[config.mk]
export PLATFORM = sky130hd
export DESIGN_NAME = fir_lowpass_saturating_flat
export DESIGN_NICKNAME = d
export VERILOG_FILES = /design/src/fls_pkg.sv /design/src/fls_if.sv /design/src/fls_mac.sv /design/src/fir_lowpass_saturating.sv /design/src/flat_wrapper.sv
export SDC_FILE = /design/constraint.sdc
export NUM_CORES = 2
export LEC_CHECK = 0
export BUFFER_PORTS_ARGS = -buffer_cell sky130_fd_sc_hd__buf_2
export CAP_MARGIN = 15
export CORE_MARGIN = 2
export CORE_UTILIZATION = 60
export CTS_BUF_LIST = sky130_fd_sc_hd__clkbuf_8 sky130_fd_sc_hd__clkbuf_16
export CTS_CLUSTER_DIAMETER = 150
export CTS_CLUSTER_SIZE = 16
export DETAILED_ROUTE_END_ITERATION = 8
export PLACE_DENSITY = 0.87
export SETUP_SLACK_MARGIN = 0.15
export SLEW_MARGIN = 5
export SYNTH_ARGS = -nofsm -noshare
export SYNTH_HDL_FRONTEND = slang
export SYNTH_SLANG_ARGS = --single-unit
[constraint.sdc]
create_clock -name clk -period 7.2 [get_ports clk]
set_input_delay 0.72 -clock clk [delete_from_list [all_inputs] [get_ports clk]]
set_output_delay 0.72 -clock clk [all_outputs]
set_load 0.1 [all_outputs]
[src/fls_pkg.sv]
// ----------------------------------------------------------------------------
// fls_pkg
// shared constants and types for the saturating lowpass fir filter
// ----------------------------------------------------------------------------
package fls_pkg;

  localparam int COEF_BITS  = 18;
  localparam int FRAC_SHIFT = 16;
  localparam int TAPS_BITS  = 6;
  localparam int IDX_BITS   = 5;
  localparam int APB_DW     = 32;
  localparam int APB_AW     = 3;

  localparam logic REQ_COEF   = 1'b0;
  localparam logic REQ_SAMPLE = 1'b1;

  localparam logic REG_TAPS_IN_USE = 1'b0;

  localparam logic [TAPS_BITS-1:0] TAPS_RESET = 6'd32;

  typedef struct packed {
    logic clr;
    logic vld;
  } mac_ctrl_t;

endpackage

[src/fls_if.sv]
// ----------------------------------------------------------------------------
// fls_in_if / fls_out_if
// valid/ready channels carrying request beats and filtered result beats
// ----------------------------------------------------------------------------
interface fls_in_if #(
  parameter int SAMPLE_BITS = 16
);
  logic                                   valid;
  logic                                   ready;
  logic                                   req_type;
  logic [fls_pkg::IDX_BITS-1:0]           coef_index;
  logic signed [fls_pkg::COEF_BITS-1:0]   coef_value;
  logic signed [SAMPLE_BITS-1:0]          sample_in;

  modport source (output valid, req_type, coef_index, coef_value, sample_in, input ready);
  modport sink   (input valid, req_type, coef_index, coef_value, sample_in, output ready);
endinterface

interface fls_out_if #(
  parameter int SAMPLE_BITS = 16
);
  logic                          valid;
  logic                          ready;
  logic signed [SAMPLE_BITS-1:0] filtered;
  logic                          saturated;

  modport source (output valid, filtered, saturated, input ready);
  modport sink   (input valid, filtered, saturated, output ready);
endinterface

[src/fls_mac.sv]
// ----------------------------------------------------------------------------
// fls_mac
// shared multiply-accumulate with rounding to the sample format and clamping
// ----------------------------------------------------------------------------
module fls_mac #(
  parameter int SAMPLE_BITS = 16,
  parameter int MAX_TAPS    = 32
) (
  input  logic                                 clk,
  input  logic                                 rst_n,
  input  fls_pkg::mac_ctrl_t                   ctrl,
  input  logic signed [SAMPLE_BITS-1:0]        smp,
  input  logic signed [fls_pkg::COEF_BITS-1:0] coef,
  output logic                                 busy,
  output logic signed [SAMPLE_BITS-1:0]        res_filt,
  output logic                                 res_sat
);
  import fls_pkg::*;

  localparam int PW    = SAMPLE_BITS + COEF_BITS;
  localparam int ACC_W = PW + $clog2(MAX_TAPS) + 1;
  localparam int RW    = ACC_W - FRAC_SHIFT;

  logic signed [PW-1:0]    prod_r;
  logic                    p_vld_r;
  logic signed [ACC_W-1:0] acc_r;
  logic signed [ACC_W-1:0] rsum;
  logic signed [RW-1:0]    rnd;
  logic                    over;
  logic                    under;

  always_ff @(posedge clk) begin
    if (!rst_n) begin
      p_vld_r <= 1'b0;
    end else begin
      p_vld_r <= ctrl.vld;
    end
  end

  always_ff @(posedge clk) begin
    if (ctrl.vld) prod_r <= smp * coef;
  end

  always_ff @(posedge clk) begin
    if (ctrl.clr) begin
      acc_r <= '0;
    end else if (p_vld_r) begin
      acc_r <= acc_r + ACC_W'(prod_r);
    end
  end

  // round half up, then floor shift
  assign rsum  = acc_r + ACC_W'(signed'({1'b0, 1'b1, {(FRAC_SHIFT-1){1'b0}}}));
  assign rnd   = RW'(rsum >>> FRAC_SHIFT);
  assign over  = !rnd[RW-1] && (rnd[RW-2:SAMPLE_BITS-1] != '0);
  assign under = rnd[RW-1] && (rnd[RW-2:SAMPLE_BITS-1] != '1);

  always_comb begin
    res_sat = over || under;
    priority if (over) begin
      res_filt = {1'b0, {(SAMPLE_BITS-1){1'b1}}};
    end else if (under) begin
      res_filt = {1'b1, {(SAMPLE_BITS-1){1'b0}}};
    end else begin
      res_filt = rnd[SAMPLE_BITS-1:0];
    end
  end

  assign busy = p_vld_r;

endmodule

[src/fir_lowpass_saturating.sv]
// ----------------------------------------------------------------------------
// fir_lowpass_saturating
// direct-form fir filter, one shared multiply-accumulate, saturated output
// ----------------------------------------------------------------------------
// A coefficient beat, or a sample beat that arrives before the window holds
// taps_in_use samples, yields no result and leaves the input ready. A sample
// beat on a full window yields one result and keeps the input stalled until
// that result is registered, which is held off while the previous result beat
// still waits at the output: the single multiplier takes one tap per cycle
// from the one read port of each store, then a read register, a product
// register and the accumulate stage drain. taps_in_use is 0 -> 1 tap, above
// MAX_TAPS -> MAX_TAPS taps. Coefficients read as zero until written.
module fir_lowpass_saturating #(
  parameter int MAX_TAPS    = 32,
  parameter int SAMPLE_BITS = 16
) (
  input  logic                           clk,
  input  logic                           rst_n,
  fls_in_if.sink                         in_ch,
  fls_out_if.source                      out_ch,
  input  logic                           psel,
  input  logic                           penable,
  input  logic                           pwrite,
  input  logic [fls_pkg::APB_AW-1:0]     paddr,
  input  logic [fls_pkg::APB_DW-1:0]     pwdata,
  output logic [fls_pkg::APB_DW-1:0]     prdata,
  output logic                           pready
);
  import fls_pkg::*;

  localparam int AW = (MAX_TAPS > 1) ? $clog2(MAX_TAPS) : 1;
  localparam int CW = $clog2(MAX_TAPS + 1);

  localparam logic [1:0] S_IDLE  = 2'd0;
  localparam logic [1:0] S_RUN   = 2'd1;
  localparam logic [1:0] S_DRAIN = 2'd2;

  logic [1:0]                    state_r, state_nxt;
  logic [TAPS_BITS-1:0]          taps_r;
  logic [CW-1:0]                 eff_taps;
  logic [CW-1:0]                 fill_r;
  logic [CW-1:0]                 cnt_r;
  logic [AW-1:0]                 wp_r;
  logic [AW-1:0]                 rd_addr_r;
  logic [AW:0]                   base_tmp;
  logic [AW-1:0]                 base;
  logic signed [SAMPLE_BITS-1:0] hold_r;

  logic signed [SAMPLE_BITS-1:0] win_mem [MAX_TAPS];
  logic signed [COEF_BITS-1:0]   coef_mem [MAX_TAPS];
  logic [MAX_TAPS-1:0]           coef_vld_r;
  logic signed [SAMPLE_BITS-1:0] rd_s_r;
  logic signed [COEF_BITS-1:0]   rd_c_r;
  logic                          rd_cv_r;
  logic                          d_vld_r;

  logic                          acc_in;
  logic                          acc_smp;
  logic                          acc_coef;
  logic                          full;
  logic                          issue;
  logic                          finish;
  logic                          win_we;
  logic signed [SAMPLE_BITS-1:0] win_wdata;
  logic                          coef_we;
  logic [AW-1:0]                 coef_waddr;

  mac_ctrl_t                     mac_ctrl;
  logic                          mac_busy;
  logic signed [SAMPLE_BITS-1:0] mac_filt;
  logic                          mac_sat;

  logic                          out_vld_r;
  logic signed [SAMPLE_BITS-1:0] out_filt_r;
  logic                          out_sat_r;

  // config port
  always_ff @(posedge clk) begin
    if (!rst_n) begin
      taps_r <= TAPS_RESET;
    end else if (psel && penable && pwrite && pready && (paddr[2] == REG_TAPS_IN_USE)) begin
      taps_r <= pwdata[TAPS_BITS-1:0];
    end
  end

  assign pready = 1'b1;
  assign prdata = (paddr[2] == REG_TAPS_IN_USE) ? APB_DW'(taps_r) : '0;

  always_comb begin
    priority if (taps_r == '0) begin
      eff_taps = CW'(1);
    end else if (32'(taps_r) > MAX_TAPS) begin
      eff_taps = CW'(MAX_TAPS);
    end else begin
      eff_taps = CW'(taps_r);
    end
  end

  // handshake and decode
  assign in_ch.ready = (state_r == S_IDLE);
  assign acc_in      = in_ch.valid && in_ch.ready;
  assign acc_smp     = acc_in && (in_ch.req_type == REQ_SAMPLE);
  assign acc_coef    = acc_in && (in_ch.req_type == REQ_COEF)
                       && (32'(in_ch.coef_index) < MAX_TAPS);
  assign full        = (fill_r >= eff_taps);
  assign issue       = (state_r == S_RUN);
  assign finish      = (state_r == S_DRAIN) && !d_vld_r && !mac_busy
                       && (!out_vld_r || out_ch.ready);

  // oldest sample of the window sits at wp - taps
  assign base_tmp = {1'b0, wp_r} + (AW+1)'(MAX_TAPS) - (AW+1)'(eff_taps);
  assign base     = (base_tmp >= (AW+1)'(MAX_TAPS)) ? AW'(base_tmp - (AW+1)'(MAX_TAPS))
                                                    : AW'(base_tmp);

  always_comb begin
    state_nxt = state_r;
    unique case (state_r)
      S_IDLE: begin
        if (acc_smp && full) state_nxt = S_RUN;
      end
      S_RUN: begin
        if (cnt_r == eff_taps - CW'(1)) state_nxt = S_DRAIN;
      end
      S_DRAIN: begin
        if (finish) state_nxt = S_IDLE;
      end
      default: state_nxt = S_IDLE;
    endcase
  end

  always_ff @(posedge clk) begin
    if (!rst_n) begin
      state_r <= S_IDLE;
      fill_r  <= '0;
      wp_r    <= '0;
      cnt_r   <= '0;
      d_vld_r <= 1'b0;
    end else begin
      state_r <= state_nxt;
      d_vld_r <= issue;
      if (acc_smp) cnt_r <= '0;
      else if (issue) cnt_r <= cnt_r + CW'(1);
      if (win_we) begin
        wp_r <= (wp_r == AW'(MAX_TAPS - 1)) ? '0 : wp_r + AW'(1);
        if (fill_r < CW'(MAX_TAPS)) fill_r <= fill_r + CW'(1);
      end
    end
  end

  always_ff @(posedge clk) begin
    if (acc_smp) begin
      hold_r    <= in_ch.sample_in;
      rd_addr_r <= base;
    end else if (issue) begin
      rd_addr_r <= (rd_addr_r == AW'(MAX_TAPS - 1)) ? '0 : rd_addr_r + AW'(1);
    end
  end

  // sample window, circular
  assign win_we    = (acc_smp && !full) || finish;
  assign win_wdata = finish ? hold_r : in_ch.sample_in;

  always_ff @(posedge clk) begin
    if (win_we) win_mem[wp_r] <= win_wdata;
    if (issue) rd_s_r <= win_mem[rd_addr_r];
  end

  // coefficient store
  assign coef_we    = acc_coef;
  assign coef_waddr = AW'(in_ch.coef_index);

  always_ff @(posedge clk) begin
    if (coef_we) coef_mem[coef_waddr] <= in_ch.coef_value;
    if (issue) rd_c_r <= coef_mem[cnt_r[AW-1:0]];
  end

  always_ff @(posedge clk) begin
    if (!rst_n) begin
      coef_vld_r <= '0;
      rd_cv_r    <= 1'b0;
    end else begin
      if (coef_we) coef_vld_r[coef_waddr] <= 1'b1;
      if (issue) rd_cv_r <= coef_vld_r[cnt_r[AW-1:0]];
    end
  end

  assign mac_ctrl.clr = acc_smp;
  assign mac_ctrl.vld = d_vld_r;

  fls_mac #(
    .SAMPLE_BITS (SAMPLE_BITS),
    .MAX_TAPS    (MAX_TAPS)
  ) u_mac (
    .clk      (clk),
    .rst_n    (rst_n),
    .ctrl     (mac_ctrl),
    .smp      (rd_s_r),
    .coef     (rd_cv_r ? rd_c_r : '0),
    .busy     (mac_busy),
    .res_filt (mac_filt),
    .res_sat  (mac_sat)
  );

  // output register
  always_ff @(posedge clk) begin
    if (!rst_n) begin
      out_vld_r <= 1'b0;
    end else if (finish) begin
      out_vld_r <= 1'b1;
    end else if (out_ch.ready) begin
      out_vld_r <= 1'b0;
    end
  end

  always_ff @(posedge clk) begin
    if (finish) begin
      out_filt_r <= mac_filt;
      out_sat_r  <= mac_sat;
    end
  end

  assign out_ch.valid     = out_vld_r;
  assign out_ch.filtered  = out_filt_r;
  assign out_ch.saturated = out_sat_r;

`ifndef ASSERT_OFF
  a_fill_bound: assert property (@(posedge clk) disable iff (!rst_n)
    fill_r <= CW'(MAX_TAPS))
    else $error("fill count beyond window depth");

  a_full_starts_run: assert property (@(posedge clk) disable iff (!rst_n)
    acc_smp && full |=> state_r == S_RUN)
    else $error("sample on full window did not start a run");

  a_beat_from_drain: assert property (@(posedge clk) disable iff (!rst_n)
    $rose(out_vld_r) |-> $past(state_r) == S_DRAIN)
    else $error("result beat without a finished run");

  a_issue_bound: assert property (@(posedge clk) disable iff (!rst_n)
    issue |-> cnt_r < eff_taps)
    else $error("tap counter ran past tap count");
`endif

endmodule

[src/flat_wrapper.sv]
// flat-port wrapper written by rule: the top's interface ports become plain ports
module fir_lowpass_saturating_flat import fls_pkg::*;
#(
  parameter int MAX_TAPS    = 32,
  parameter int SAMPLE_BITS = 16
)
  (clk, rst_n, psel, penable, pwrite, paddr, pwdata, prdata, pready, in_ch_valid, in_ch_req_type, in_ch_coef_index, in_ch_coef_value, in_ch_sample_in, in_ch_ready, out_ch_valid, out_ch_filtered, out_ch_saturated, out_ch_ready);
  fls_in_if #(.SAMPLE_BITS(SAMPLE_BITS)) in_ch_i ();
  fls_out_if #(.SAMPLE_BITS(SAMPLE_BITS)) out_ch_i ();
  input  logic clk;
  input  logic rst_n;
  input  logic psel;
  input  logic penable;
  input  logic pwrite;
  input  logic [fls_pkg::APB_AW-1:0] paddr;
  input  logic [fls_pkg::APB_DW-1:0] pwdata;
  output logic [fls_pkg::APB_DW-1:0] prdata;
  output logic pready;
  input wire logic [$bits(in_ch_i.valid)-1:0] in_ch_valid;
  input wire logic [$bits(in_ch_i.req_type)-1:0] in_ch_req_type;
  input wire logic [$bits(in_ch_i.coef_index)-1:0] in_ch_coef_index;
  input wire logic [$bits(in_ch_i.coef_value)-1:0] in_ch_coef_value;
  input wire logic [$bits(in_ch_i.sample_in)-1:0] in_ch_sample_in;
  output wire logic [$bits(in_ch_i.ready)-1:0] in_ch_ready;
  output wire logic [$bits(out_ch_i.valid)-1:0] out_ch_valid;
  output wire logic [$bits(out_ch_i.filtered)-1:0] out_ch_filtered;
  output wire logic [$bits(out_ch_i.saturated)-1:0] out_ch_saturated;
  input wire logic [$bits(out_ch_i.ready)-1:0] out_ch_ready;
  assign in_ch_i.valid = in_ch_valid;
  assign in_ch_i.req_type = in_ch_req_type;
  assign in_ch_i.coef_index = in_ch_coef_index;
  assign in_ch_i.coef_value = in_ch_coef_value;
  assign in_ch_i.sample_in = in_ch_sample_in;
  assign in_ch_ready = in_ch_i.ready;
  assign out_ch_valid = out_ch_i.valid;
  assign out_ch_filtered = out_ch_i.filtered;
  assign out_ch_saturated = out_ch_i.saturated;
  assign out_ch_i.ready = out_ch_ready;
  fir_lowpass_saturating #(.MAX_TAPS(MAX_TAPS), .SAMPLE_BITS(SAMPLE_BITS)) u_core (.clk(clk), .rst_n(rst_n), .in_ch(in_ch_i), .out_ch(out_ch_i), .psel(psel), .penable(penable), .pwrite(pwrite), .paddr(paddr), .pwdata(pwdata), .prdata(prdata), .pready(pready));
endmodule
# Word-level counts from Yosys, hierarchy flattened
# Memories as Yosys holds them, arrays and structs flattened. A register that Yosys moved wholly into a read port is not among the register bits.
# Cells that the tools add are included.
# Widths: inputs -> output; s select.
# totals
regBits	173
ramBits	1088
elab_cells	104
mem_count	2
# memory_table
name	words	word_bits	rd	rd_clocked_by_memory_dff	wr	line_no	source
u_core.coef_mem	32	18	1	1	1	fir_lowpass_saturating.sv:50	logic signed [COEF_BITS-1:0] coef_mem [MAX_TAPS];
u_core.win_mem	32	16	1	1	1	fir_lowpass_saturating.sv:49	logic signed [SAMPLE_BITS-1:0] win_mem [MAX_TAPS];
# op_classes
addsub	10
multipliers	1
n_lt_le_gt_ge	7
n_eq_ne	9
n_mux	25
bitwise_logic	4
reduce_logical	30
# op_table
op	n
$add 40x17->40 const B	1
$add 40x34->40	1
$mul 16x18->34	1
$mux 16	2
$or 32x32->32	1
$mux 5	5
$mux 18	1
$mux 6	3
$logic_and 1x1->1	14
$add 6x1->6 const B	2
$lt 5x6->1 const B	2
$add 5x1->5 const B	2
$eq 5x5->1 const B	2
$mux 1	8
$ne 8x8->1 const B	1
$reduce_bool 8->1	1
$add 5x6->6 const B	1
$eq 6x6->1	1
$ge 6x6->1	1
$ge 6x6->1 const B	1
$gt 6x6->1 const B	1
$logic_not 6->1	1
$lt 6x6->1 const B	1
$mux 2	3
19 further kinds	29

# Longest topological paths before layout
# logic_depth
depth_word	9
ltp_mapped	27
depth_no_buf	25

# Modules after synthesis
# From an unflattened synthesis, not the netlist that was laid out.
# hier_totals
cells_unflattened	3871
area_unflattened_um2	63030.5
# by_module_without_submodules
mod	instances	cells_each	area_per_inst_um2	seq_area_each_um2
fir_lowpass_saturating	1	2130	47294.1	36034.6
fls_mac	1	1741	15736.3	1841.8

# Least setup slack after synthesis
# OpenSTA, ideal clock, no wires.
# synth_timing
path_kind	register to register
startpoint	register u_core.rd_cv_r
endpoint	register u_core.u_mac.prod_r[33], data pin
setup_time_ns	0.260
arrival_ns	6.228
t_required_ns	6.940
slack_ns	0.712
path_stages_with_launch	26
n_path_buf	3
synth_period_minus_slack_ns	6.488
cell_sequence	dfxtp_1 clkbuf_1 and2_1 clkbuf_1 nand2_1 fa_1 inv_1 fa_1 inv_1 fa_1 inv_1 fa_1 fa_1 inv_1 fa_1 inv_1 ha_1 clkbuf_1 nand2_1 nor2_1 nand4_1 o32a_1 a21oi_1 a21o_1 a21oi_1 xnor2_1
# synth_via
elab_chain_len	2
# synth_rtl
element	line_no	source
start: declaration	fir_lowpass_saturating.sv:54	logic rd_cv_r;
start signal: assignment	fir_lowpass_saturating.sv:183	if (issue) rd_cv_r <= coef_vld_r[cnt_r[AW-1:0]];
$mux 18	fir_lowpass_saturating.sv:198	.coef (rd_cv_r ? rd_c_r : '0),
$mul 16x18->34	fls_mac.sv:41	if (ctrl.vld) prod_r <= smp * coef;
end signal: assignment	fls_mac.sv:41	
end: declaration	fls_mac.sv:24	logic signed [PW-1:0] prod_r;
# Every way passes these cells.
# A chain may end at the register's enable or synchronous reset.

# Final worst setup path
# layout_timing
startpoint	register u_core.rd_s_r[5] (read register of u_core.win_mem)
endpoint	register u_core.u_mac.prod_r[32], data pin
# layout_via
elab_chain_len	1
# layout_rtl
element	line_no	source
start: declaration	fir_lowpass_saturating.sv:52	logic signed [SAMPLE_BITS-1:0] rd_s_r;
$mul 16x18->34	fls_mac.sv:41	
# Every way passes these cells.

==> reports/results.ini <==
[synth]
synth_top_area_share = 0.563
synthCells = 4205
ys.warnings.count = 0
synth_cell_type_count = 79
synth_top_cells_by_area = edfxtp_1 56%, fa_1 9.2%, mux4_2 9.0%, dfxtp_1 3.2%, ha_1 2.9%
synthesis.area_sq_um = 63700
ys_seq_area_frac = 0.595
synth_edf_count = 1194
syn_avg_cell_area_sq_um = 15.2
synthArstFlopShare = 0
synth_ff_type = edfxtp_1
synth-seq-cells = 1295
yosys.area.top_type = edfxtp_1

[timing]
setup_slack_ps = 412
setup_viol = 0
max_slew_margin = 0.204
rsz0062_at_grt = no
clock_skew_ps = 39.6
finalCritPeriodShare = 0.943
hold_viol_final = 0
fin_tns_setup_ps = 0
period_needed_ps = 6790
max_slew.worst_pin.slew_ps = 1180
slew_violations = 0
max_freq_mhz = 147

[detailed_routing]
wl_per_cell_microns = 27.5
drc_errors = 15
viasPerCell = 6.58
drt-total-wl_microns = 158000
drtIter0Drc = 5177
ant_nets = 0
first_pass_iters = 9
num_vias = 37800

[place]
place_area_sq_um = 66000
dp_hpwl_microns = 93500
gp_congestion = 0.940
place_ws_ps = 326
port_buffers = 78

[critical_path]
reg2reg_depth = 21
worstPathMaxFanout = 18
arrival_ps = 7250
critical_path_class = reg -> reg
setup.worst_path.end_class = register
startpoint_type = register
worstReg2RegEnd = u_core.u_mac.prod_r[32]$_DFFE_PP_
reg2reg_from = u_core.rd_s_r[5]$_DFFE_PP_
cp.required_ps = 7660
ff2ff_setup_slack_ps = 410

[global_routing]
antenna_found_initial = 8
grtUsageTotal = 0.293
grt_pass1_wl_microns = 236000
busiest_layer = met2
use_met2 = 0.484
met1_usage = 0.375
grt_max_degree = 123
first_global_vias = 38800
grtUsageMet3 = 0.0565
overflow = 0

[final_layout]
area_delta_synth_final_pct = 7.84
final_area_sq_um = 68700
drive_above_1_share = 0.150
fillers = 6641
fin_nets = 4818

[hold_path]
min_delay_path_depth = 1
hold_end = u_core.hold_r[8]$_DFFE_PP_
hold_class = in -> reg
min_from = in_ch_sample_in[8]

[clocking]
cts_sinks = 1295
path_clk_slew_ps = 80
cts_made_buffers = 90
clk-insertion-delay-late_ps = 720
htreeDepth = 3
cts_tree = built
clockBufferDepth = 3
ctsRootBufferMaster = clkbuf_16

[pwr]
irDropWorstVdd_mv = 0.302
powerDensity_nw_per_um2 = 200
leakage_uw = 0.0252

[floorplan]
initial_core_util = 0.605
dieArea_sq_um = 109000
row_count = 119
die-height_microns = 330
io_pins = 134
die-width_microns = 330
core-area_sq_um = 105000

[job]
drv_cap = 0

[outcome]
violations = design-rule violations
status = complete, but fails checks

[flip-flops by register name, summed over array words and instances (netlist names), 16 cells and up]
signal	cells
u_core.coef_mem	576
u_core.win_mem	512
u_core.u_mac.acc_r	40
u_core.u_mac.prod_r	34
u_core.coef_vld_r	32
u_core.rd_c_r	18
u_core.hold_r	16
u_core.out_ch.filtered	16
u_core.rd_s_r	16
[cell usage after synthesis (27+ instances only)]
master,number
edfxtp_1,1194
inv_1,373
fa_1,292
nand2_1,287
mux4_2,254
nor2_1,221
mux2i_1,163
ha_1,146
clkbuf_1,144
and3_1,142
o21ai_0,121
dfxtp_1,101
a21oi_1,86
xnor2_1,61
o221ai_1,48
nand3_1,40
xor2_1,40
o21a_1,39
a21o_1,35
mux2_2,35
buf_2,33
and2_1,28
buf_4,27
nand2b_1,27
nor2b_1,27
[placed cells by master, fill, tap and decap left out, types with 9 or more instances in the layout]
cell	instances
edfxtp_1	1194
inv_1	428
fa_1	292
nand2_1	286
mux4_2	254
nor2_1	189
mux2i_1	163
ha_1	146
and3_1	142
buf_4	122
o21ai_0	121
dfxtp_1	95
clkbuf_16	90
a21oi_1	86
buf_2	78
xnor2_1	61
o221ai_1	48
xor2_1	40
nand3_1	39
o21a_1	39
a21o_1	35
mux2_2	35
nor2_2	34
conb_1	27
and2_1	26
nand2b_1	26
nor2b_1	25
nand4_1	20
o22ai_1	18
nand3b_1	17
nor3_1	16
o21bai_1	12
or3_1	11
a31oi_1	10
a211oi_1	9
[per-layer routing]
layer	share of wire	wire length, microns
met1	0.34	54500
met2	0.49	77600
met3	0.11	17500
met4	0.053	8390
met5	0.00031	49
[timing repair]
action                     in CTS  in global routing
hold buffers                    0                  0
setup buffers                   0                  6
setup endpoints to repair       0                  8
resized for setup               0                  3
[layout make-up]
cell class,count,area [sq um],area share
well taps,1391,1740,0.0253
clock inverters,62,380,0.00554
diodes,5,12.5,0.000182
flip-flops and latches,1295,37900,0.552
inverters,373,1400,0.0204
clock buffers,90,2250,0.0328
multi-input cells,2334,23600,0.344
repair buffers,204,1390,0.0202
[through the flow]
stage	hold WS, ps	util	cells	power, uW
global placement	442	0.627	5591	9010
global route	179	0.653	5754	14100
detailed placement	450	0.627	5591	9050
CTS	173	0.652	5743	13800
floorplan	435	-	4230	8840
finish	201	0.653	5754	13800
[where the power goes]
part / internal, uW / switching (uW)
registers: 8230 / 21.6
clock network: 2290 / 2560
logic: 187 / 467
total: 10700 / 3050
[logic make-up (layout without fill, tap and decap cells)]
group | Yosys count | in the layout | share of synthesized area
fa+ha+maj | 438 | 438 | 0.120
flops | 1295 | 1295 | 0.595
xor+xnor | 101 | 101 | 0.0139
buf+inv | 601 | 729 | 0.0377
other cells | 2 | 32 | 0.000118
simple gates | 880 | 880 | 0.0668
compound gates | 436 | 436 | 0.0449
mux | 452 | 452 | 0.122
[worst max-delay path, stage by stage, from the launching register on]
cell and delay, ps:
edfxtp_1 880, and3_1 310, fa_1 430, inv_1 90
fa_1 450, fa_1 570, inv_1 70, fa_1 490
fa_1 490, inv_1 50, fa_1 480, inv_1 40
ha_1 350, and4_1 230, and2_1 180, nand3_1 110
o21ai_1 320, nand3_1 130, a41o_1 250, o21ai_1 250
nor4bb_1 90, a211o_1 270
[how the worst max path moves through the flow]
stage / from / end / slack, ps / cells after the start
after floorplan: u_core.rd_cv_r$_SDFFE_PN0P_ / u_core.u_mac.prod_r[33]$_DFFE_PP_ / 710 / 25
after global placement: u_core.rd_cv_r$_SDFFE_PN0P_ / u_core.u_mac.prod_r[33]$_DFFE_PP_ / 400 / 21
after detailed placement: u_core.rd_cv_r$_SDFFE_PN0P_ / u_core.u_mac.prod_r[32]$_DFFE_PP_ / 330 / 22
after CTS: u_core.rd_cv_r$_SDFFE_PN0P_ / u_core.u_mac.prod_r[32]$_DFFE_PP_ / 270 / 22
after global routing: u_core.rd_s_r[5]$_DFFE_PP_ / u_core.u_mac.prod_r[23]$_DFFE_PP_ / 150 / 20
final: u_core.rd_s_r[5]$_DFFE_PP_ / u_core.u_mac.prod_r[32]$_DFFE_PP_ / 410 / 21
Power figures use the tool's default switching activity.
